--- src/design/assert_macros.svh ---
// ----------------------------------------------------------------------------
// assert_macros
// Assertion helpers for the design files; arps_fifo includes them.
// Each macro expands to a clocked concurrent assertion with async reset disable.
// ----------------------------------------------------------------------------
`ifndef ASSERT_MACROS_SVH
`define ASSERT_MACROS_SVH
`ifndef SYNTHESIS
`define ARPS_ASSERT(lbl, clk, rst_n, prop, msg) \
	lbl: assert property (@(posedge clk) disable iff (!rst_n) prop) else $error(msg);
`define ARPS_ASSERT_NEVER(lbl, clk, rst_n, cond, msg) \
	lbl: assert property (@(posedge clk) disable iff (!rst_n) !(cond)) else $error(msg);
`else
`define ARPS_ASSERT(lbl, clk, rst_n, prop, msg)
`define ARPS_ASSERT_NEVER(lbl, clk, rst_n, cond, msg)
`endif
`endif

--- src/design/arps_pkg.sv ---
// ----------------------------------------------------------------------------
// arps_pkg
// Types and constants shared by the antialiased ring pixel shader.
// ----------------------------------------------------------------------------
`default_nettype none

package arps_pkg;

	localparam int PIX_W          = 12;
	localparam int COLOR_W        = 32;
	localparam int DIST_W         = 36;
	localparam int SCALE_W        = 32;
	localparam int COORD_BITS_DEF = 12;
	localparam int CFG_IDX_W      = 4;
	localparam int CFG_DATA_W     = 64;
	localparam int Q16_W          = 17;
	localparam logic [Q16_W-1:0] ONE_Q16 = 17'h10000;

	// Queue between front and back; power of two
	localparam int FIFO_DEPTH = 8;
	localparam int FIFO_PTR_W = $clog2(FIFO_DEPTH);
	localparam int FIFO_CNT_W = $clog2(FIFO_DEPTH + 1);

	typedef enum logic [CFG_IDX_W-1:0] {
		REG_CENTER_X      = 4'd0,
		REG_CENTER_Y      = 4'd1,
		REG_INNER_DIST_SQ = 4'd2,
		REG_FADE_START_SQ = 4'd3,
		REG_OUTER_DIST_SQ = 4'd4,
		REG_COLOUR_SCALE  = 4'd5,
		REG_FADE_SCALE    = 4'd6,
		REG_COLOUR_PAIR   = 4'd7
	} reg_idx_t;

	typedef struct packed {
		logic signed [15:0]  center_x;
		logic signed [15:0]  center_y;
		logic [DIST_W-1:0]   inner_dist_sq;
		logic [DIST_W-1:0]   fade_start_sq;
		logic [DIST_W-1:0]   outer_dist_sq;
		logic [SCALE_W-1:0]  colour_scale;
		logic [SCALE_W-1:0]  fade_scale;
		logic [CFG_DATA_W-1:0] colour_pair;
	} cfg_t;

	typedef enum logic [1:0] {
		CLS_OUTSIDE = 2'd0,
		CLS_SOLID   = 2'd1,
		CLS_RING    = 2'd2
	} cls_t;

	// Classified pixel handed from front to back
	typedef struct packed {
		cls_t               cls;
		logic               fade;
		logic               chi;
		logic [31:0]        cdiff;
		logic               fhi;
		logic [31:0]        fdiff;
		logic [COLOR_W-1:0] dest;
	} job_t;

endpackage

`default_nettype wire

--- src/design/arps_in_if.sv ---
// ----------------------------------------------------------------------------
// arps_in_if
// Pixel input channel: coordinate and destination pixel.
// ----------------------------------------------------------------------------
`default_nettype none

interface arps_in_if;
	logic                         valid;
	logic                         ready;
	logic [arps_pkg::PIX_W-1:0]   pixel_x;
	logic [arps_pkg::PIX_W-1:0]   pixel_y;
	logic [arps_pkg::COLOR_W-1:0] dest_pixel;

	modport source(output valid, pixel_x, pixel_y, dest_pixel, input ready);
	modport sink(input valid, pixel_x, pixel_y, dest_pixel, output ready);
endinterface

`default_nettype wire

--- src/design/arps_front.sv ---
// ----------------------------------------------------------------------------
// arps_front
// Accepts pixels, measures squared distance and classifies against the radii.
// ----------------------------------------------------------------------------
`default_nettype none

module arps_front #(
	parameter int COORD_BITS = arps_pkg::COORD_BITS_DEF
) (
	input  wire                             clk,
	input  wire                             arst_n,
	arps_in_if.sink                         in_ch,
	input  arps_pkg::cfg_t                  cfg,
	input  wire [arps_pkg::FIFO_CNT_W-1:0]  fifo_count,
	output logic                            push,
	output arps_pkg::job_t                  job
);

	localparam int MAG_W = ((COORD_BITS + 4 > 15) ? COORD_BITS + 4 : 15) + 1;
	localparam int SX_W  = MAG_W + 1;
	localparam int SQ_W  = 2 * MAG_W;
	localparam int D_W   = SQ_W + 1;
	localparam int CMP_W = (D_W > arps_pkg::DIST_W) ? D_W : arps_pkg::DIST_W;

	logic                          v_s1, v_s2, v_s3;
	logic signed [SX_W-1:0]        dx_s1, dy_s1;
	logic [arps_pkg::COLOR_W-1:0]  dest_s1, dest_s2;
	logic [SQ_W-1:0]               sqx_s2, sqy_s2;
	arps_pkg::job_t                job_s3;

	logic [15:0]                   px_ext, py_ext;
	logic [COORD_BITS-1:0]         px, py;
	logic signed [2*SX_W-1:0]      prod_x, prod_y;
	logic [CMP_W-1:0]              d_ext, cdiff, fdiff;
	logic [arps_pkg::FIFO_CNT_W:0] occupancy;
	logic                          accept;

	// Credit check: everything in flight must fit in the queue
	assign occupancy   = (arps_pkg::FIFO_CNT_W+1)'(fifo_count)
		+ (arps_pkg::FIFO_CNT_W+1)'(v_s1) + (arps_pkg::FIFO_CNT_W+1)'(v_s2)
		+ (arps_pkg::FIFO_CNT_W+1)'(v_s3);
	assign in_ch.ready = occupancy < (arps_pkg::FIFO_CNT_W+1)'(arps_pkg::FIFO_DEPTH);
	assign accept      = in_ch.valid && in_ch.ready;

	assign px_ext = 16'(in_ch.pixel_x);
	assign py_ext = 16'(in_ch.pixel_y);
	assign px     = px_ext[COORD_BITS-1:0];
	assign py     = py_ext[COORD_BITS-1:0];

	assign prod_x = dx_s1 * dx_s1;
	assign prod_y = dy_s1 * dy_s1;

	// Distance and differences against the radii
	always_comb begin
		d_ext = CMP_W'(D_W'(sqx_s2) + D_W'(sqy_s2));
		cdiff = d_ext - CMP_W'(cfg.inner_dist_sq);
		fdiff = d_ext - CMP_W'(cfg.fade_start_sq);
	end

	// Valid bits
	always_ff @(posedge clk or negedge arst_n) begin
		if (!arst_n) begin
			v_s1 <= 1'b0;
			v_s2 <= 1'b0;
			v_s3 <= 1'b0;
		end else begin
			v_s1 <= accept;
			v_s2 <= v_s1;
			v_s3 <= v_s2;
		end
	end

	// Datapath stages
	always_ff @(posedge clk) begin
		dx_s1   <= $signed(SX_W'({px, 4'b0000})) - SX_W'(cfg.center_x);
		dy_s1   <= $signed(SX_W'({py, 4'b0000})) - SX_W'(cfg.center_y);
		dest_s1 <= in_ch.dest_pixel;

		sqx_s2  <= prod_x[SQ_W-1:0];
		sqy_s2  <= prod_y[SQ_W-1:0];
		dest_s2 <= dest_s1;

		job_s3.dest  <= dest_s2;
		job_s3.cdiff <= cdiff[31:0];
		job_s3.chi   <= |cdiff[CMP_W-1:32];
		job_s3.fdiff <= fdiff[31:0];
		job_s3.fhi   <= |fdiff[CMP_W-1:32];
		job_s3.fade  <= d_ext > CMP_W'(cfg.fade_start_sq);
		priority if (d_ext <= CMP_W'(cfg.inner_dist_sq))
			job_s3.cls <= arps_pkg::CLS_SOLID;
		else if (d_ext <= CMP_W'(cfg.outer_dist_sq))
			job_s3.cls <= arps_pkg::CLS_RING;
		else
			job_s3.cls <= arps_pkg::CLS_OUTSIDE;
	end

	assign push = v_s3;
	assign job  = job_s3;

endmodule

`default_nettype wire

--- src/flat_wrapper.sv ---
// flat-port wrapper written by rule: the top's interface ports become plain ports
module arps_front_flat 
#(
	parameter int COORD_BITS = arps_pkg::COORD_BITS_DEF
)
  (clk, arst_n, cfg, fifo_count, push, job, in_ch_valid, in_ch_pixel_x, in_ch_pixel_y, in_ch_dest_pixel, in_ch_ready);
  arps_in_if in_ch_i ();
  input  wire clk;
  input  wire arst_n;
  input  arps_pkg::cfg_t cfg;
  input  wire [arps_pkg::FIFO_CNT_W-1:0] fifo_count;
  output logic push;
  output arps_pkg::job_t job;
  input wire logic [$bits(in_ch_i.valid)-1:0] in_ch_valid;
  input wire logic [$bits(in_ch_i.pixel_x)-1:0] in_ch_pixel_x;
  input wire logic [$bits(in_ch_i.pixel_y)-1:0] in_ch_pixel_y;
  input wire logic [$bits(in_ch_i.dest_pixel)-1:0] in_ch_dest_pixel;
  output wire logic [$bits(in_ch_i.ready)-1:0] in_ch_ready;
  assign in_ch_i.valid = in_ch_valid;
  assign in_ch_i.pixel_x = in_ch_pixel_x;
  assign in_ch_i.pixel_y = in_ch_pixel_y;
  assign in_ch_i.dest_pixel = in_ch_dest_pixel;
  assign in_ch_ready = in_ch_i.ready;
  arps_front #(.COORD_BITS(COORD_BITS)) u_core (.clk(clk), .arst_n(arst_n), .in_ch(in_ch_i), .cfg(cfg), .fifo_count(fifo_count), .push(push), .job(job));
endmodule
--- config.mk ---
export PLATFORM = sky130hd
export DESIGN_NAME = arps_front_flat
export DESIGN_NICKNAME = d
export VERILOG_FILES = /design/src/design/assert_macros.svh /design/src/design/arps_pkg.sv /design/src/design/arps_in_if.sv /design/src/design/arps_front.sv /design/src/flat_wrapper.sv
export SDC_FILE = /design/constraint.sdc
export NUM_CORES = 2
export LEC_CHECK = 0
export CORE_ASPECT_RATIO = 1.5
export CORE_MARGIN = 5
export CORE_UTILIZATION = 55
export DETAILED_ROUTE_END_ITERATION = 6
export DONT_BUFFER_PORTS = 1
export GPL_TIMING_DRIVEN = 0
export PLACE_DENSITY_LB_ADDON = 0.12
export RECOVER_POWER = 100
export SETUP_SLACK_MARGIN = 0.02
export SLEW_MARGIN = 5
export SYNTH_ARGS = -nofsm -noshare
export SYNTH_HDL_FRONTEND = slang
export SYNTH_SLANG_ARGS = --single-unit
--- constraint.sdc ---
create_clock -name clk -period 6.4 [get_ports clk]
set_clock_uncertainty 0.15 [all_clocks]
set_input_delay 0.64 -clock clk [delete_from_list [all_inputs] [get_ports clk]]
set_output_delay 0.64 -clock clk [all_outputs]
set_load 0.005 [all_outputs]
-- Yosys cells after proc, flatten, opt, wreduce, memory -nomap -nowiden
Cells that the tools add are included.
- register bits after elaboration: 272
- input bits: 331
- output and inout port bits: 103
- word-level logic and storage cells: 34
- add/sub/neg operators: 8
- multiply operators: 2
- $lt $le $gt $ge: 4
- multiplexer cells: 1
- reduce and logical (&&, ||, !) cells: 3
- operator list (kind ; count):
    $le A36 B36 Y1 ; 2
    $sub A36 B36 Y36 ; 2
    $mul A18 B18 Y34 ; 2
    $gt A36 B36 Y1 ; 1
    $sub A17 B16 Y18 ; 2
    $add A34 B34 Y35 ; 1
    $add A5 B1 Y5 ; 2
    $reduce_or A4 Y1 ; 2
    $add A4 B1 Y5 ; 1
    $lt A5 B4 Y1 const B ; 1
    $mux W2 ; 1
    $logic_and A1 B1 Y1 ; 1

-- Depth between registers and ports, before layout
- depth after elaboration: 5
- gate-level depth with buffers: 27
- gate-level depth less buffers: 25

-- Least setup slack after synthesis
OpenSTA, ideal clock, no wires.
- path kind: register -> register
- start: register u_core.dy_s1[8]
- end: register u_core.sqy_s2[33]
- setup time: 0.072 ns
- arrival time: 6.261 ns
- path slack: -0.083 ns
- stages on the path, launching flop included: 23
- path buffers: 2
- clock period less this slack: 6.483 ns
- cells stage by stage: dfxtp_1 clkbuf_1 clkbuf_1 nand2_1 fa_1 inv_1 fa_1 fa_1 fa_1 fa_1 inv_1 fa_1 inv_1 ha_1 and3_1 a221oi_1 o21a_1 o311a_1 o31ai_1 or4_1 a31o_2 a21oi_1 xor2_1
- longest elaborated chain between the ends: 1
- ends and longest elaborated chain (what ; RTL line ; text):
    start: declaration ; arps_front.sv:26 ; logic signed [SX_W-1:0] dx_s1, dy_s1;
    start signal: assignment ; arps_front.sv:76 ; dy_s1 <= $signed(SX_W'({py, 4'b0000})) - SX_W'(cfg.center_y);
    $mul A18 B18 Y34 ; arps_front.sv:51 ; assign prod_y = dy_s1 * dy_s1;
    net u_core.prod_y[33] ; arps_front.sv:33 ; logic signed [2*SX_W-1:0] prod_x, prod_y;
    end signal: assignment ; arps_front.sv:80 ; sqy_s2 <= prod_y[SQ_W-1:0];
    end: declaration ; arps_front.sv:28 ; logic [SQ_W-1:0] sqx_s2, sqy_s2;
The timed path passes the listed nets, and every way through them passes these cells.
A chain may end at the register's enable or synchronous reset.

-- Worst setup path after layout
- start: register u_core.dx_s1[9]
- end: register u_core.sqx_s2[33]
- longest elaborated chain between the ends: 1
- ends and longest elaborated chain (what ; RTL line ; text):
    start: declaration ; arps_front.sv:26 ;
    start signal: assignment ; arps_front.sv:75 ; dx_s1 <= $signed(SX_W'({px, 4'b0000})) - SX_W'(cfg.center_x);
    $mul A18 B18 Y34 ; arps_front.sv:50 ; assign prod_x = dx_s1 * dx_s1;
    net u_core.prod_x[33] ; arps_front.sv:33 ;
    end signal: assignment ; arps_front.sv:79 ; sqx_s2 <= prod_x[SQ_W-1:0];
    end: declaration ; arps_front.sv:28 ;
The timed path passes the listed nets, and every way through them passes these cells.

==> impl_metrics.ini <==
[detailed_routing]
dr.pass1.iters = 5
routed_wl_um = 89110
drc = 0
wire_per_inst_um = 19.46
viasPerCell = 5.307
drtIter0Drc = 1078
ant_nets = 0
vias = 24300

[floorplan]
fp.dieW_um = 211.4
start_util_pct = 55.63
ioPinCount = 434
num_rows = 110
die-area_mm2 = 0.06597
die_h_um = 312.1
fp.coreArea_mm2 = 0.06015

[clock_network]
cts_buffers = 29
cts_buffer_depth = 3
cts-root-buf = clkbuf_16
clock_latency_ns = 0.61
clock-sinks = 270
htreeDepth = 1
cts_tree = built
path_clk_slew_ns = 0.08

[grt]
grt_max_degree = 17
grt_pass1_wl_um = 141600
top_usage_layer = met2
use_met2_pct = 51.31
overflow = 0
grtUsageMet3_pct = 3.462
grt_pass1_vias = 27310
antenna_found_initial = 1
met1_usage_pct = 30.31
grt.total_usage_pct = 27.10

[placement]
io_buffers = 0
post-dp-hpwl_um = 74350
place_congestion = 0.9439
dpl-instance-area_mm2 = 0.03445

[synth]
synth-edff-count = 0
async_reset_ff_share_pct = 1.111
yosysSeqAreaShare_pct = 16.20
syn_nets = 4864
synth_common_cells = inv_1, fa_1, ha_1
yosys.area.top_type = fa_1
yosys_warnings = 0
synth_top_area_share_pct = 34.10
netlist_area_mm2 = 0.03346
synth.area.top_cells = fa_1, dfxtp_1, ha_1
yosys.cell_types.count = 72
synthCells = 3597
synth-seq-cells = 270
synthMostInstantiatedCell = inv_1
dominantRegCellSynth = dfxtp_1
syn_area_per_cell_um2 = 9.302

[worst_setup_path]
crit_type = flip-flop to flip-flop
reg2reg_slack_ns = -0.04
cp_max_fo = 5
cp-start-kind = flip-flop
rr_worst_depth = 20
cp-end-kind = flip-flop
r2r-end = u_core.sqx_s2[33]$_DFF_P_
r2r_start = u_core.dx_s1[9]$_DFF_P_
arrival_ns = 6.82
worstPathRequired_ns = 6.79

[cells_and_area]
design_area_mm2 = 0.03814
nNetsFinal = 5039
drive_above_1_share_pct = 10.75
area_delta_synth_final_pct = 13.99
fillCellCount = 5079
multi_input_comb_area_mm2 = 0.02485
diodes = 0
register_area_mm2 = 0.005542

[sta]
timing.fmax_mhz = 155.4
finalCritPeriodShare_pct = 100.6
setup_viol = 2
setup_ws_ns = -0.03679
relSlewSlack_pct = 24.49
rsz0062_at_grt = yes
worst_pin_slew_ns = 1.125
hold_viol = 0
fin_crit_ns = 6.437
maxSlewViolCount = 0

[worst_hold_path]
min_to = u_core.dy_s1[3]$_DFF_P_
hp-class = input pin to flip-flop
hold_path_startpoint = cfg[238]
whs_path_depth = 2

[job]
drv_cap = 0

[outcome]
status = complete, but fails checks
violations = setup timing
per-stage QoR:
stage,hold WS (ns),utilization (%),setup WS (ns),TNS [ns],instances
6_report,0.05223,63.41,-0.03679,-0.03722,4579
3_3_place_gp,0.1610,57.28,-1.489,-21.12,4381
4_1_cts,0.004669,61.89,-0.1014,-0.2256,4524
5_1_grt,0.02454,63.41,-0.2013,-0.6806,4579
2_1_floorplan,0.1596,-,0.01083,0,3597
3_5_place_dp,0.1621,57.28,-1.615,-22.89,4381
registers in the layout (all words and copies together), names as in the netlist:
| name | flops |
|---|---|
| u_core.push | 1 |
| u_core.v_s1 | 1 |
| u_core.sqy_s2 | 33 |
| u_core.job | 101 |
| u_core.dx_s1 | 18 |
| u_core.v_s2 | 1 |
| u_core.dest_s2 | 32 |
| u_core.dy_s1 | 18 |
| u_core.dest_s1 | 32 |
| u_core.sqx_s2 | 33 |
critical path: stages (launching register included):
cell,delay [ns]
dfxtp_4,0.40
clkinvlp_4,0.15
nor2_4,0.17
fa_1,0.46
fa_1,0.49
inv_1,0.05
fa_2,0.42
fa_1,0.53
inv_2,0.04
fa_1,0.57
fa_2,0.47
ha_4,0.20
a2111oi_4,0.37
nor2b_2,0.22
a21oi_2,0.06
a41o_1,0.29
a31oi_4,0.30
o21ai_4,0.10
a2111o_1,0.46
a2111o_1,0.37
nand4_1,0.09
cells in the final DEF, fill, tap and decap left out, types with 28 or more instances in the layout:
cell,Yosys,final
dfxtp_1,267,232
nand2_1,266,248
clkbuf_16,0,42
a21o_1,91,91
nand3_1,31,31
buf_4,0,103
xor2_1,55,53
xnor2_1,152,152
nor2_1,153,143
dlygate4sd3_1,0,39
and2_1,93,80
ha_1,366,347
o21ai_0,68,58
o21a_1,32,32
a21oi_1,134,125
nand2b_1,28,28
inv_1,957,927
fa_1,570,544
dfxtp_4,0,31
layout make-up:
type,instances,area share [%]
Tap cell,784,2.572
Inverter,957,9.533
Buffer,59,2.090
Clock inverter,17,0.5052
Multi-Input combinational cell,2304,65.15
Clock buffer,37,2.113
Timing Repair Buffer,151,3.510
Sequential cell,270,14.53
what timing repair did:
item / CTS / global route
hold buffers: 39 / 0
pin swaps: 51 / 84
resized for setup: 268 / 149
endpoints found under the setup margin: 34 / 18
hold endpoints to repair: 41 / 0
setup buffers: 55 / 57
gates cloned: 1 / 1
cells by family (layout without fill, tap and decap cells):
family                   after synthesis  count (layout)  synth area share, %
buffers and inverters               1023            1221                11.48
adder cells (fa/ha/maj)              936             936                47.79
AND/OR/NAND/NOR                      706             706                9.999
AO/OA/AOI/OAI                        450             450                8.952
flip-flops                           270             270                16.20
XOR/XNOR                             207             207                5.418
multiplexers                           5               5               0.1608
how the worst max path moves through the flow:
| stage | startpoint | to | slack (ns) |
|---|---|---|---|
| after global routing | u_core.dx_s1[9]$_DFF_P_ | u_core.sqx_s2[33]$_DFF_P_ | -0.20 |
| after floorplan | u_core.dy_s1[0]$_DFF_P_ | u_core.sqy_s2[33]$_DFF_P_ | 0.01 |
| after detailed placement | u_core.dx_s1[7]$_DFF_P_ | u_core.sqx_s2[33]$_DFF_P_ | -1.61 |
| final | u_core.dx_s1[9]$_DFF_P_ | u_core.sqx_s2[33]$_DFF_P_ | -0.04 |
| after CTS | u_core.dx_s1[3]$_DFF_P_ | u_core.sqx_s2[32]$_DFF_P_ | -0.10 |
| after global placement | u_core.dx_s1[1]$_DFF_P_ | u_core.sqx_s2[33]$_DFF_P_ | -1.49 |
layer usage:
metal | wire, um | vias to the layer above
li1 | - | 11370
met1 | 32340 | 12030
met2 | 47670 | 681
met3 | 4507 | 219
met4 | 4582 | 0
met5 | 0 | -
Power is left out: the tool's default activity adds up to more than one toggle a clock period on the data nets, which glitch-free logic cannot reach.
