$ cat config.mk
export PLATFORM = sky130hd
export DESIGN_NAME = arps_fifo
export DESIGN_NICKNAME = d
export VERILOG_FILES = /design/src/design/arps_pkg.sv /design/src/design/arps_fifo.sv
export VERILOG_INCLUDE_DIRS = /design/src /design/src/design
export SDC_FILE = /design/constraint.sdc
export NUM_CORES = 1
export LEC_CHECK = 0
export ABC_AREA = 1
export BUFFER_PORTS_ARGS = -buffer_cell sky130_fd_sc_hd__buf_2
export CAP_MARGIN = 10
export CORE_MARGIN = 2
export CORE_UTILIZATION = 33
export DETAILED_ROUTE_END_ITERATION = 8
export GPL_TIMING_DRIVEN = 1
export MAX_ROUTING_LAYER = met4
export REMOVE_ABC_BUFFERS = 1
export SLEW_MARGIN = 10
export SYNTH_ARGS = -nofsm -noshare
export SYNTH_HDL_FRONTEND = slang
export SYNTH_SLANG_ARGS = --single-unit
$ cat constraint.sdc
create_clock -name clk -period 10.5 [get_ports clk]
set_input_delay 1.05 -clock clk [delete_from_list [all_inputs] [get_ports clk]]
set_output_delay 1.05 -clock clk [all_outputs]
set_load 0.1 [all_outputs]
$ cat src/design/assert_macros.svh
// ----------------------------------------------------------------------------
// assert_macros
// Assertion helpers for the design files; arps_fifo includes them.
// Each macro expands to a clocked concurrent assertion with async reset disable.
// ----------------------------------------------------------------------------
`ifndef ASSERT_MACROS_SVH
`define ASSERT_MACROS_SVH
`ifndef SYNTHESIS
`define ARPS_ASSERT(lbl, clk, rst_n, prop, msg) \
	lbl: assert property (@(posedge clk) disable iff (!rst_n) prop) else $error(msg);
`define ARPS_ASSERT_NEVER(lbl, clk, rst_n, cond, msg) \
	lbl: assert property (@(posedge clk) disable iff (!rst_n) !(cond)) else $error(msg);
`else
`define ARPS_ASSERT(lbl, clk, rst_n, prop, msg)
`define ARPS_ASSERT_NEVER(lbl, clk, rst_n, cond, msg)
`endif
`endif

$ cat src/design/arps_pkg.sv
// ----------------------------------------------------------------------------
// arps_pkg
// Types and constants shared by the antialiased ring pixel shader.
// ----------------------------------------------------------------------------
`default_nettype none

package arps_pkg;

	localparam int PIX_W          = 12;
	localparam int COLOR_W        = 32;
	localparam int DIST_W         = 36;
	localparam int SCALE_W        = 32;
	localparam int COORD_BITS_DEF = 12;
	localparam int CFG_IDX_W      = 4;
	localparam int CFG_DATA_W     = 64;
	localparam int Q16_W          = 17;
	localparam logic [Q16_W-1:0] ONE_Q16 = 17'h10000;

	// Queue between front and back; power of two
	localparam int FIFO_DEPTH = 8;
	localparam int FIFO_PTR_W = $clog2(FIFO_DEPTH);
	localparam int FIFO_CNT_W = $clog2(FIFO_DEPTH + 1);

	typedef enum logic [CFG_IDX_W-1:0] {
		REG_CENTER_X      = 4'd0,
		REG_CENTER_Y      = 4'd1,
		REG_INNER_DIST_SQ = 4'd2,
		REG_FADE_START_SQ = 4'd3,
		REG_OUTER_DIST_SQ = 4'd4,
		REG_COLOUR_SCALE  = 4'd5,
		REG_FADE_SCALE    = 4'd6,
		REG_COLOUR_PAIR   = 4'd7
	} reg_idx_t;

	typedef struct packed {
		logic signed [15:0]  center_x;
		logic signed [15:0]  center_y;
		logic [DIST_W-1:0]   inner_dist_sq;
		logic [DIST_W-1:0]   fade_start_sq;
		logic [DIST_W-1:0]   outer_dist_sq;
		logic [SCALE_W-1:0]  colour_scale;
		logic [SCALE_W-1:0]  fade_scale;
		logic [CFG_DATA_W-1:0] colour_pair;
	} cfg_t;

	typedef enum logic [1:0] {
		CLS_OUTSIDE = 2'd0,
		CLS_SOLID   = 2'd1,
		CLS_RING    = 2'd2
	} cls_t;

	// Classified pixel handed from front to back
	typedef struct packed {
		cls_t               cls;
		logic               fade;
		logic               chi;
		logic [31:0]        cdiff;
		logic               fhi;
		logic [31:0]        fdiff;
		logic [COLOR_W-1:0] dest;
	} job_t;

endpackage

`default_nettype wire

$ cat src/design/arps_fifo.sv
// ----------------------------------------------------------------------------
// arps_fifo
// Short queue decoupling the classifier from the shading pipeline.
// ----------------------------------------------------------------------------
`default_nettype none

`include "assert_macros.svh"

module arps_fifo (
	input  wire                             clk,
	input  wire                             arst_n,
	input  wire                             push,
	input  arps_pkg::job_t                  wr_job,
	input  wire                             pop,
	output arps_pkg::job_t                  rd_job,
	output logic                            not_empty,
	output logic [arps_pkg::FIFO_CNT_W-1:0] count
);

	arps_pkg::job_t                   mem [arps_pkg::FIFO_DEPTH];
	logic [arps_pkg::FIFO_PTR_W-1:0]  wr_ptr_q, rd_ptr_q;
	logic [arps_pkg::FIFO_CNT_W-1:0]  count_q;

	// Storage
	always_ff @(posedge clk) begin
		if (push)
			mem[wr_ptr_q] <= wr_job;
	end

	// Pointers and fill level
	always_ff @(posedge clk or negedge arst_n) begin
		if (!arst_n) begin
			wr_ptr_q <= '0;
			rd_ptr_q <= '0;
			count_q  <= '0;
		end else begin
			if (push)
				wr_ptr_q <= wr_ptr_q + 1'b1;
			if (pop)
				rd_ptr_q <= rd_ptr_q + 1'b1;
			count_q <= count_q + arps_pkg::FIFO_CNT_W'(push) - arps_pkg::FIFO_CNT_W'(pop);
		end
	end

	assign rd_job    = mem[rd_ptr_q];
	assign not_empty = count_q != '0;
	assign count     = count_q;

	`ARPS_ASSERT_NEVER(a_no_overflow, clk, arst_n, push && !pop && count_q == arps_pkg::FIFO_CNT_W'(arps_pkg::FIFO_DEPTH), "queue overflow")
	`ARPS_ASSERT_NEVER(a_no_underflow, clk, arst_n, pop && count_q == '0, "queue underflow")
	`ARPS_ASSERT(a_idle_hold, clk, arst_n, (!push && !pop) |=> $stable(count_q), "fill level moved while idle")

endmodule

`default_nettype wire

After elaboration in Yosys (flattened, before gate mapping)

Memory sizes are Yosys's and may differ from the RTL's.
Index checks and enable logic that the tools add are counted.

Flip-flop bits (word level): 10
Bits in writable memories: 808
Input port bits: 105
Output and inout port bits: 106
Logic and storage cells: 11
Memories kept: 1

$add $sub $neg: 4
Mux-type cells: 2
Reductions and logical operators: 1

Memories:

| name | depth | bits a word | read ports | clocked after Yosys merged registers in | wr ports | RTL line        | source |
|---|---|---|---|---|---|---|---|
| mem  | 8     | 101         | 1          | 0                                       | 1        | arps_fifo.sv:20 | `arps_pkg::job_t mem [arps_pkg::FIFO_DEPTH];` |

Operator list:

| operator                                                       | count |
|---|---|
| 3-bit by 1-bit adder with 3-bit output (second input constant) | 2 |
| 4-bit by 1-bit adder with 4-bit output                         | 1 |
| 4-bit nonzero test                                             | 1 |
| 4-bit by 1-bit subtractor with 4-bit output                    | 1 |
| 1-bit 2-to-1 mux                                               | 2 |

Logic depth before layout (Yosys ltp)

Gate-level depths: netlist of the first run.

Word-level depth: 2
Depth in mapped cells: 9
Mapped depth without buffers: 7

Worst setup path after synthesis of the first run

Ideal clock, no wire load.

Path type: input port to flip-flop
Start point: input push
End point: memory mem[0][0] (netlist name) (enable)
Setup time: 0.562 ns
Arrival time: 5.604 ns
Path slack: 4.334 ns
Cell stages on the path: 3
Path through: inv_1 or2_2 nor2_1

Cells in the longest elaborated chain, start to end: 2

RTL lines:

| item                                   | RTL line        | source |
|---|---|---|
| start: declaration                     | arps_fifo.sv:12 | `input wire push,` |
| 1-bit 2-to-1 mux                       | arps_fifo.sv:26 | `if (push)` |
| 1-bit 2-to-1 mux (implied by the code) | arps_fifo.sv:27 | `mem[wr_ptr_q] <= wr_job;` |
| end: declaration                       | arps_fifo.sv:20 |  |

Every way passes these cells.

==> metrics.txt, run 1 <==
status completed; mux share of post-synthesis cell area 0%; clk sinks 818; Slew headroom 24.5%; Post-DP Area 0.0380 sq mm; Starting Density 33.4%; vias per cell 4.38; I/O pin total 211; CP peak stage delay 0.97 ns; adder-cell share of the synthesized area 0.300%; CTS-repair resized insts 0; Synth Register Bits 818; GRT met3 Usage 3.06%; Yosys warning count 0; top-area cell type share of the netlist area 67.8%; multi-input logic area 0.00727 sq mm; Post-Route WL 83900 um; FP Rows 120; number of CTS-inserted buffers 92; maximum fanout along the worst path 207; CTS tree built; Compound-Gate Fraction of Synth Area 0.0419%; antenna-violating nets left 0; worst r2r path cells 4; GRT Util Overall 15.6%; Syn Inst Count 3555; Layout area overhead 13.9%; post-synthesis simple-gate area fraction 19.7%; CTS Hold Bufs 0; chip width 333 um; Die H 333 um; commonest non-fill, non-tap cell in the layout nand2_1; Clock transition at path regs 0.06 ns; register area 0.0245 sq mm; Mapped Area 0.0358 sq mm; dominant combinational cell family by area after synthesis simple AND/OR/NAND/NOR gates; Slowest-stage cell, CP dfrtp_4; Setup Buffers After CTS 0; grt met1 use 20.0%; clk buf depth 3; commonest non-fill, non-tap cells in the layout nand2_1 (1325), inv_1 (822), edfxtp_1 (808), nand3_1 (406), buf_2 (210); Design Area, Final 0.0408 sq mm; IO buf count 210; Core Area 0.107 sq mm; Critical Path RT 9.45 ns; DPL Wire Length 40700 um; crit path DAT 4.53 ns; 1st-iter DRT viols 1468; crit end category output port; antenna violations before repair 20; via count 22920; layout cell share with drive strength beyond 1 10.0%; GR peak layer met2; area leader, netlist edfxtp_1; max-cap viol count 0; Post-Synth XOR/XNOR Area 0.122%; GP Congestion 0.729; Final Hold Fails 0; largest net degree at the start of global routing 208; Critical path buffers and inverters 3; delay-heaviest family, CP buffers and inverters; Max Transition Viols Final 0; Worst Hold Class in -> async; worst slew pin tran 1.13 ns; Clk Latency, worst-skew pair 0.66 ns; drt pass-1 iters 5; distinct cell type count after synthesis 20; final design utilization 38.0%; DRC violations left 0; CP Launch Type flip-flop; fillcell total 10338; Seq/Total Area, Yosys 68.5%; H-tree depth 3; unrepaired setup endpoints after global routing no; first-pass GRT wire length 129000 um; Fmax 0.179 GHz; Worst R2R Setup Slack 6.80 ns; die area 0.111 sq mm; leftover overflow at the end of global routing 0; met2 GRT Util 24.7%; Layout Skew 0.0202 ns; FF-to-FF Start wr_ptr_q[0]$_DFFE_PN0P_; sequence of cells on the critical path clkinv_8 -> buf_4 -> nand2_1 -> nand3_1 -> nand2_1 -> nand2_1 -> nand2_1 -> buf_2; WS Path Type reg -> out; wire per inst 16.0 um; synth top area cells edfxtp_1 (68%), nand2_1 (14%), inv_1 (8.6%); Final min period 5.58 ns; Post-layout nets 3844; synthesized area per cell 10.1 sq um; FF-to-FF End mem[6][76]$_DFFE_PP_; Clk Tree Root Cell clkbuf_16; vias in the first global route 22020; CP most frequent cell nand2_1; Final period util 53.1%; # setup viols final 0
## cell usage after synthesis
library cell / instances
a21oi_1: 1
buf_1: 2
buf_2: 81
buf_4: 13
buf_6: 34
clkbuf_1: 26
dfrtp_1: 10
edfxtp_1: 808
fa_1: 1
ha_1: 7
inv_1: 823
inv_2: 1
inv_4: 1
nand2_1: 1325
nand3_1: 406
nor2_1: 8
o21ai_0: 2
or2_2: 1
xnor2_1: 1
xor2_1: 4
## flip-flops by register name, indices dropped and copies added, names as in the netlist
| signal | flops |
|---|---|
| count | 4 |
| wr_ptr_q | 3 |
| rd_ptr_q | 3 |
| mem | 808 |
## final cells by class
cell class | count | share of cell area [%]
inverters | 825 | 7.65
well taps | 1403 | 4.30
repair buffers | 238 | 3.15
clock inverters | 48 | 0.767
diodes | 19 | 0.117
clock buffers | 122 | 6.08
flip-flops and latches | 818 | 60.1
multi-input cells | 1756 | 17.8
## logic make-up (layout without fill, tap and decap cells)
group / count (synthesis) / count (layout)
AND/OR/NAND/NOR: 1740 / 1740
flip-flops: 818 / 818
other: 0 / 19
buffers and inverters: 981 / 1233
XOR/XNOR: 5 / 5
AO/OA/AOI/OAI: 3 / 3
adder cells (fa/ha/maj): 8 / 8
## through the flow
step	std cells	TNS [ns]	hold slack, ns	setup slack (ns)
2_1_floorplan	3399	-339.97	0.490	-3.37
3_3_place_gp	5040	0	0.517	5.63
3_5_place_dp	5040	0	0.528	5.61
4_1_cts	5210	0	0.219	4.88
5_1_grt	5228	0	0.246	4.58
6_report	5229	0	0.269	4.92
## worst reg2reg max path, cell delays in order (launching register included)
cell,delay [ns]
dfrtp_1,0.40
or2_2,0.41
nor2_4,0.78
buf_4,0.77
buf_4,0.88
## per-layer routing
| metal | wire (um) | part of all wire [%] |
|---|---|---|
| met1 | 38000 | 45 |
| met2 | 39300 | 47 |
| met3 | 4610 | 5.5 |
| met4 | 1950 | 2.3 |
| met5 | 0 | 0 |
## worst max-delay path by stage
| stage | start | endpoint | slack (ns) | cells after the start |
|---|---|---|---|---|
| CTS | rd_ptr_q[1]$_DFFE_PN0P_ | rd_job[97] | 4.88 | 8 |
| global route | rd_ptr_q[0]$_DFFE_PN0P_ | rd_job[48] | 4.58 | 8 |
| finish | rd_ptr_q[0]$_DFFE_PN0P_ | rd_job[100] | 4.92 | 8 |
| floorplan | rd_ptr_q[0]$_DFFE_PN0P_ | rd_job[0] | -3.37 | 6 |
| detailed placement | rd_ptr_q[1]$_DFFE_PN0P_ | rd_job[97] | 5.61 | 8 |
| global placement | rd_ptr_q[1]$_DFFE_PN0P_ | rd_job[97] | 5.63 | 8 |
Power of run 1 is left out: the tool's default activity adds up to more than one toggle a clock period on the data nets, which glitch-free logic cannot reach.
==> run 2, diff against run 1 <==
- clock period: 10.5 -> 5.38 ns (I/O delays scaled with it)
==> metrics.txt, run 2 (synthesized netlist as in run 1, its figures left out) <==
# setup viols final 0 (unchanged); CTS-repair resized insts 0 (unchanged); Final Hold Fails 0 (unchanged); worst r2r path cells 3 (-1); dpl cells 5035 (-0.099%); Die H 333 um (unchanged); H-tree depth 3 (unchanged); Max Transition Viols Final 0 (unchanged); wire per inst 15.7 um (-1.9%); leftover overflow at the end of global routing 0 (unchanged); GRT Util Overall 15.2% (-0.41 points); commonest non-fill, non-tap cell in the layout nand2_1; Final period util 77.1%; Critical Path RT 4.84 ns (-4.61 ns); IO buf count 210 (unchanged); Worst Hold Class in -> reg; commonest non-fill, non-tap cells in the layout nand2_1 (1325), inv_1 (822), edfxtp_1 (808), nand3_1 (406), buf_2 (210); Final min period 4.15 ns; clk buf depth 3 (unchanged); DPL Wire Length 39100 um (-4.1%); layout cell share with drive strength beyond 1 9.88% (-0.16 points); fin cells 5214 (-0.29%); Core Area 0.107 sq mm (unchanged); Slew headroom 15.9% (-8.6 points); maximum fanout along the worst path 101 (-51%); setup ws final 1.23 ns (-3.69 ns); largest net degree at the start of global routing 206 (-0.96%); wl on met1 36900 um (-2.8%); Layout area overhead 14.6%; crit path DAT 3.61 ns (-0.92 ns); Fin Hold WS 0.142 ns (-0.127 ns); CP Launch Type flip-flop; Highest Signal Layer met4; worst slew pin tran 1.26 ns (+0.128 ns); unrepaired setup endpoints after global routing no; Clk Latency, worst-skew pair 0.66 ns (about the same); status completed; crit end category output port; 1st-iter DRT viols 1306 (-11%); antenna violations before repair 13 (-35%); final design utilization 38.2% (+0.22 points); drt pass-1 iters 5 (unchanged); die area 0.111 sq mm (unchanged); hold path depth 1; Clk Tree Root Cell clkbuf_16; Worst R2R Setup Slack 3.29 ns (-3.51 ns); register with the most flip-flops mem; DRC violations left 0 (unchanged); CTS tree built; HP Start wr_job[94]; WS Path Type reg -> out; max FFs per register 808 (unchanged); pre-CTS setup slack 1.85 ns (-3.76 ns); chip width 333 um (unchanged); Clock transition at path regs 0.06 ns (about the same); via count 22504 (-1.8%); Starting Density 33.4% (unchanged); vias in the first global route 21804 (-0.98%); antenna-violating nets left 0 (unchanged); clk sinks 818 (unchanged); first-pass GRT wire length 126000 um (-2.1%); Layout Skew 0.0163 ns (-0.00397 ns); Hold EP mem[6][94]$_DFFE_PP_; Fmax 0.241 GHz; max-cap viol count 0 (unchanged); Post-Route WL 82100 um (-2.2%); WL met3 4750 um (+3.2%); number of CTS-inserted buffers 90 (-2.2%); GP Congestion 0.729 (about the same); I/O pin total 211 (unchanged); FP Rows 120 (unchanged); FF-to-FF Start wr_ptr_q[0]$_DFFE_PN0P_; FF-to-FF End mem[0][44]$_DFFE_PP_; Post-layout nets 3838 (-0.16%); vias per cell 4.32 (-1.5%); routed length on met2 38600 um (-1.8%)
[run 2: area by class of cell]
| class | count | area (sq um) |
|---|---|---|
| fillers | 10255 | 66300 |
| clock buffers | 107 | 2360 |
| multi-input cells | 1756 | 7270 |
| well taps | 1403 | 1760 |
| diodes | 14 | 35.0 |
| repair buffers | 234 | 1400 |
| inverters | 825 | 3120 |
| clock inverters | 57 | 573 |
| flip-flops and latches | 818 | 24500 |
[run 2: worst max path at each step]
stage	start	slack [ns]	endpoint
finish	rd_ptr_q[1]$_DFFE_PN0P_	1.23	rd_job[93]
floorplan	rd_ptr_q[0]$_DFFE_PN0P_	-7.97	rd_job[0]
detailed placement	rd_ptr_q[1]$_DFFE_PN0P_	1.85	rd_job[65]
global placement	rd_ptr_q[1]$_DFFE_PN0P_	1.82	rd_job[65]
global route	rd_ptr_q[1]$_DFFE_PN0P_	1.0	rd_job[50]
CTS	rd_ptr_q[1]$_DFFE_PN0P_	1.11	rd_job[65]
[run 2: timing repair]
| item | in CTS | in global routing |
|---|---|---|
| hold buffers | 1 | 0 |
| endpoints found under the hold margin | 10 | 0 |
| setup buffers | 0 | 0 |
| endpoints found under the setup margin | 0 | 0 |
[run 2: worst max-delay path, stage by stage (launching register included)]
cell and delay [ns]:
dfrtp_4 0.82, inv_8 0.65, buf_12 0.43, nand3_1 0.13, nand2_1 0.08, nand2_1 0.05, nand2_1 0.17, buf_2 0.45
[run 2: through the flow]
| step | cell area, sq um | TNS, ns |
|---|---|---|
| after global routing | 41000 | 0 |
| after global placement | 38100 | 0 |
| after floorplan | 34800 | -934.54 |
| after detailed placement | 38100 | 0 |
| after CTS | 41000 | 0 |
| final | 41000 | 0 |
[run 2: layer usage]
layer	global-route usage (%)	vias up
met2	24.6	418
met3	3.20	97
met5	-	-
li1	-	11401
met4	4.83	0
met1	19.0	10588
Power of run 2 is left out for the same reason.
==> run 3, diff against run 2 <==
- clock period: 5.38 -> 3.98 ns (I/O delays scaled with it)
==> metrics.txt, run 3 (synthesized netlist as in run 1, its figures left out) <==
status completed; worst slew pin tran 0.963 ns (-0.298 ns); die area 0.111 sq mm (unchanged); DRC violations left 0 (unchanged); Layout area overhead 19.3%; WL met3 3890 um (-18%); CTS-repair resized insts 0 (unchanged); Post-Route WL 84200 um (+2.6%); Die H 333 um (unchanged); Slew headroom 35.8% (+20 points); clk sinks 818 (unchanged); Clk Latency, worst-skew pair 0.66 ns (about the same); vias per cell 4.37 (+1.2%); first-pass GRT wire length 130000 um (+2.8%); final design utilization 39.8% (+1.6 points); Core Area 0.107 sq mm (unchanged); GP Congestion 0.720 (-1.3%); CP Launch Type flip-flop; antenna-violating nets left 0 (unchanged); leftover overflow at the end of global routing 0 (unchanged); layout cell share with drive strength beyond 1 9.84% (-0.035 points); Final min period 3.59 ns; Final period util 90.3%; Worst R2R Setup Slack 1.86 ns (-1.43 ns); max FFs per register 808 (unchanged); CTS tree built; worst r2r path cells 3 (unchanged); register with the most flip-flops mem; max-cap viol count 0 (unchanged); H-tree depth 3 (unchanged); routed length on met2 40800 um (+5.6%); Post-layout nets 3955 (+3.0%); Final Hold Fails 0 (unchanged); vias in the first global route 22323 (+2.4%); Clk Tree Root Cell clkbuf_16; Layout Skew 0.0157 ns (-0.000551 ns); drt pass-1 iters 5 (unchanged); Hold EP wr_ptr_q[1]$_DFFE_PN0P_; DPL Wire Length 41900 um (+7.2%); chip width 333 um (unchanged); Starting Density 33.4% (unchanged); HP Start push; Worst Hold Class in -> reg; hold path depth 2 (+1); Max Transition Viols Final 0 (unchanged); crit path DAT 3.19 ns (-0.42 ns); I/O pin total 211 (unchanged); IO buf count 210 (unchanged); Clock transition at path regs 0.06 ns (about the same); FP Rows 120 (unchanged); unrepaired setup endpoints after global routing no; Setup Buffers After CTS 0 (unchanged); commonest non-fill, non-tap cells in the layout nand2_1 (1325), inv_1 (822), edfxtp_1 (808), nand3_1 (406), buf_2 (170); FF-to-FF End mem[6][12]$_DFFE_PP_; number of CTS-inserted buffers 90 (unchanged); # setup viols final 0 (unchanged); FF-to-FF Start wr_ptr_q[0]$_DFFE_PN0P_; commonest non-fill, non-tap cell in the layout nand2_1; largest net degree at the start of global routing 164 (-20%); Highest Signal Layer met4; 1st-iter DRT viols 1495 (+14%); wire per inst 15.8 um (+0.55%); Critical Path RT 3.58 ns (-1.26 ns); crit end category output port; Fmax 0.278 GHz; WS Path Type reg -> out; maximum fanout along the worst path 101 (unchanged); wl on met1 38100 um (+3.1%); GRT Util Overall 15.6% (+0.40 points); via count 23226 (+3.2%); antenna violations before repair 3 (-10); clk buf depth 3 (unchanged)
[run 3: cell types whose count changed in the layout (fill, tap and decap cells not counted), sizes merged]
| cell | change |
|---|---|
| bufinv | -5 |
| inv | -6 |
| dlygate4sd3 | +101 |
| clkinvlp | -3 |
| buf | +16 |
| clkinv | +5 |
| clkbuf | +7 |
| diode | -9 |
[run 3: repair_timing]
item / in CTS / in global routing
hold endpoints to repair: 797 / 0
hold buffers: 102 / 0
endpoints found under the setup margin: 0 / 0
[run 3: metal layers]
| layer | global-route usage, % | vias to the layer above |
|---|---|---|
| li1 | - | 11607 |
| met1 | 20.1 | 11075 |
| met2 | 25.6 | 448 |
| met3 | 2.30 | 96 |
| met4 | 4.34 | 0 |
| met5 | - | - |
[run 3: how the worst max path moves through the flow]
| stage | cells past startpoint | endpoint | slack [ns] | startpoint |
|---|---|---|---|---|
| final | 8 | rd_job[15] | 0.39 | rd_ptr_q[0]$_DFFE_PN0P_ |
| after global placement | 8 | rd_job[36] | 1.05 | rd_ptr_q[0]$_DFFE_PN0P_ |
| after global routing | 8 | rd_job[66] | 0.19 | rd_ptr_q[0]$_DFFE_PN0P_ |
| after CTS | 8 | rd_job[36] | 0.32 | rd_ptr_q[0]$_DFFE_PN0P_ |
| after floorplan | 6 | rd_job[0] | -9.23 | rd_ptr_q[0]$_DFFE_PN0P_ |
| after detailed placement | 8 | rd_job[36] | 1.06 | rd_ptr_q[0]$_DFFE_PN0P_ |
[run 3: final cells by class]
type	count	area (sq um)
fill	10210	64600
sequential	818	24500
multi-input combinational	1756	7270
timing repair buffer	351	3250
inverter	825	3120
clock buffer	114	2380
tap	1403	1760
clock inverter	48	399
antenna	5	12.5
[run 3: metrics by stage]
step | hold slack [ns] | TNS [ns] | instance area, sq um | setup WS, ns | cells
after CTS | 0.00138 | 0 | 42700 | 0.317 | 5315
after floorplan | 0.102 | -2094.39 | 34800 | -9.23 | 3399
final | 0.0671 | 0 | 42700 | 0.388 | 5320
after global routing | 0.0479 | 0 | 42700 | 0.190 | 5317
after detailed placement | 0.291 | 0 | 38900 | 1.06 | 5051
after global placement | 0.294 | 0 | 38900 | 1.05 | 5051
[run 3: worst max-delay path, stage by stage (launching register included)]
cell,delay [ns]
dfrtp_4,0.67
clkinv_8,0.39
buf_12,0.37
nand2_1,0.17
nand3_1,0.10
nand2_1,0.13
nand2_1,0.05
nand2_1,0.08
buf_2,0.42
Power of run 3 is left out for the same reason.
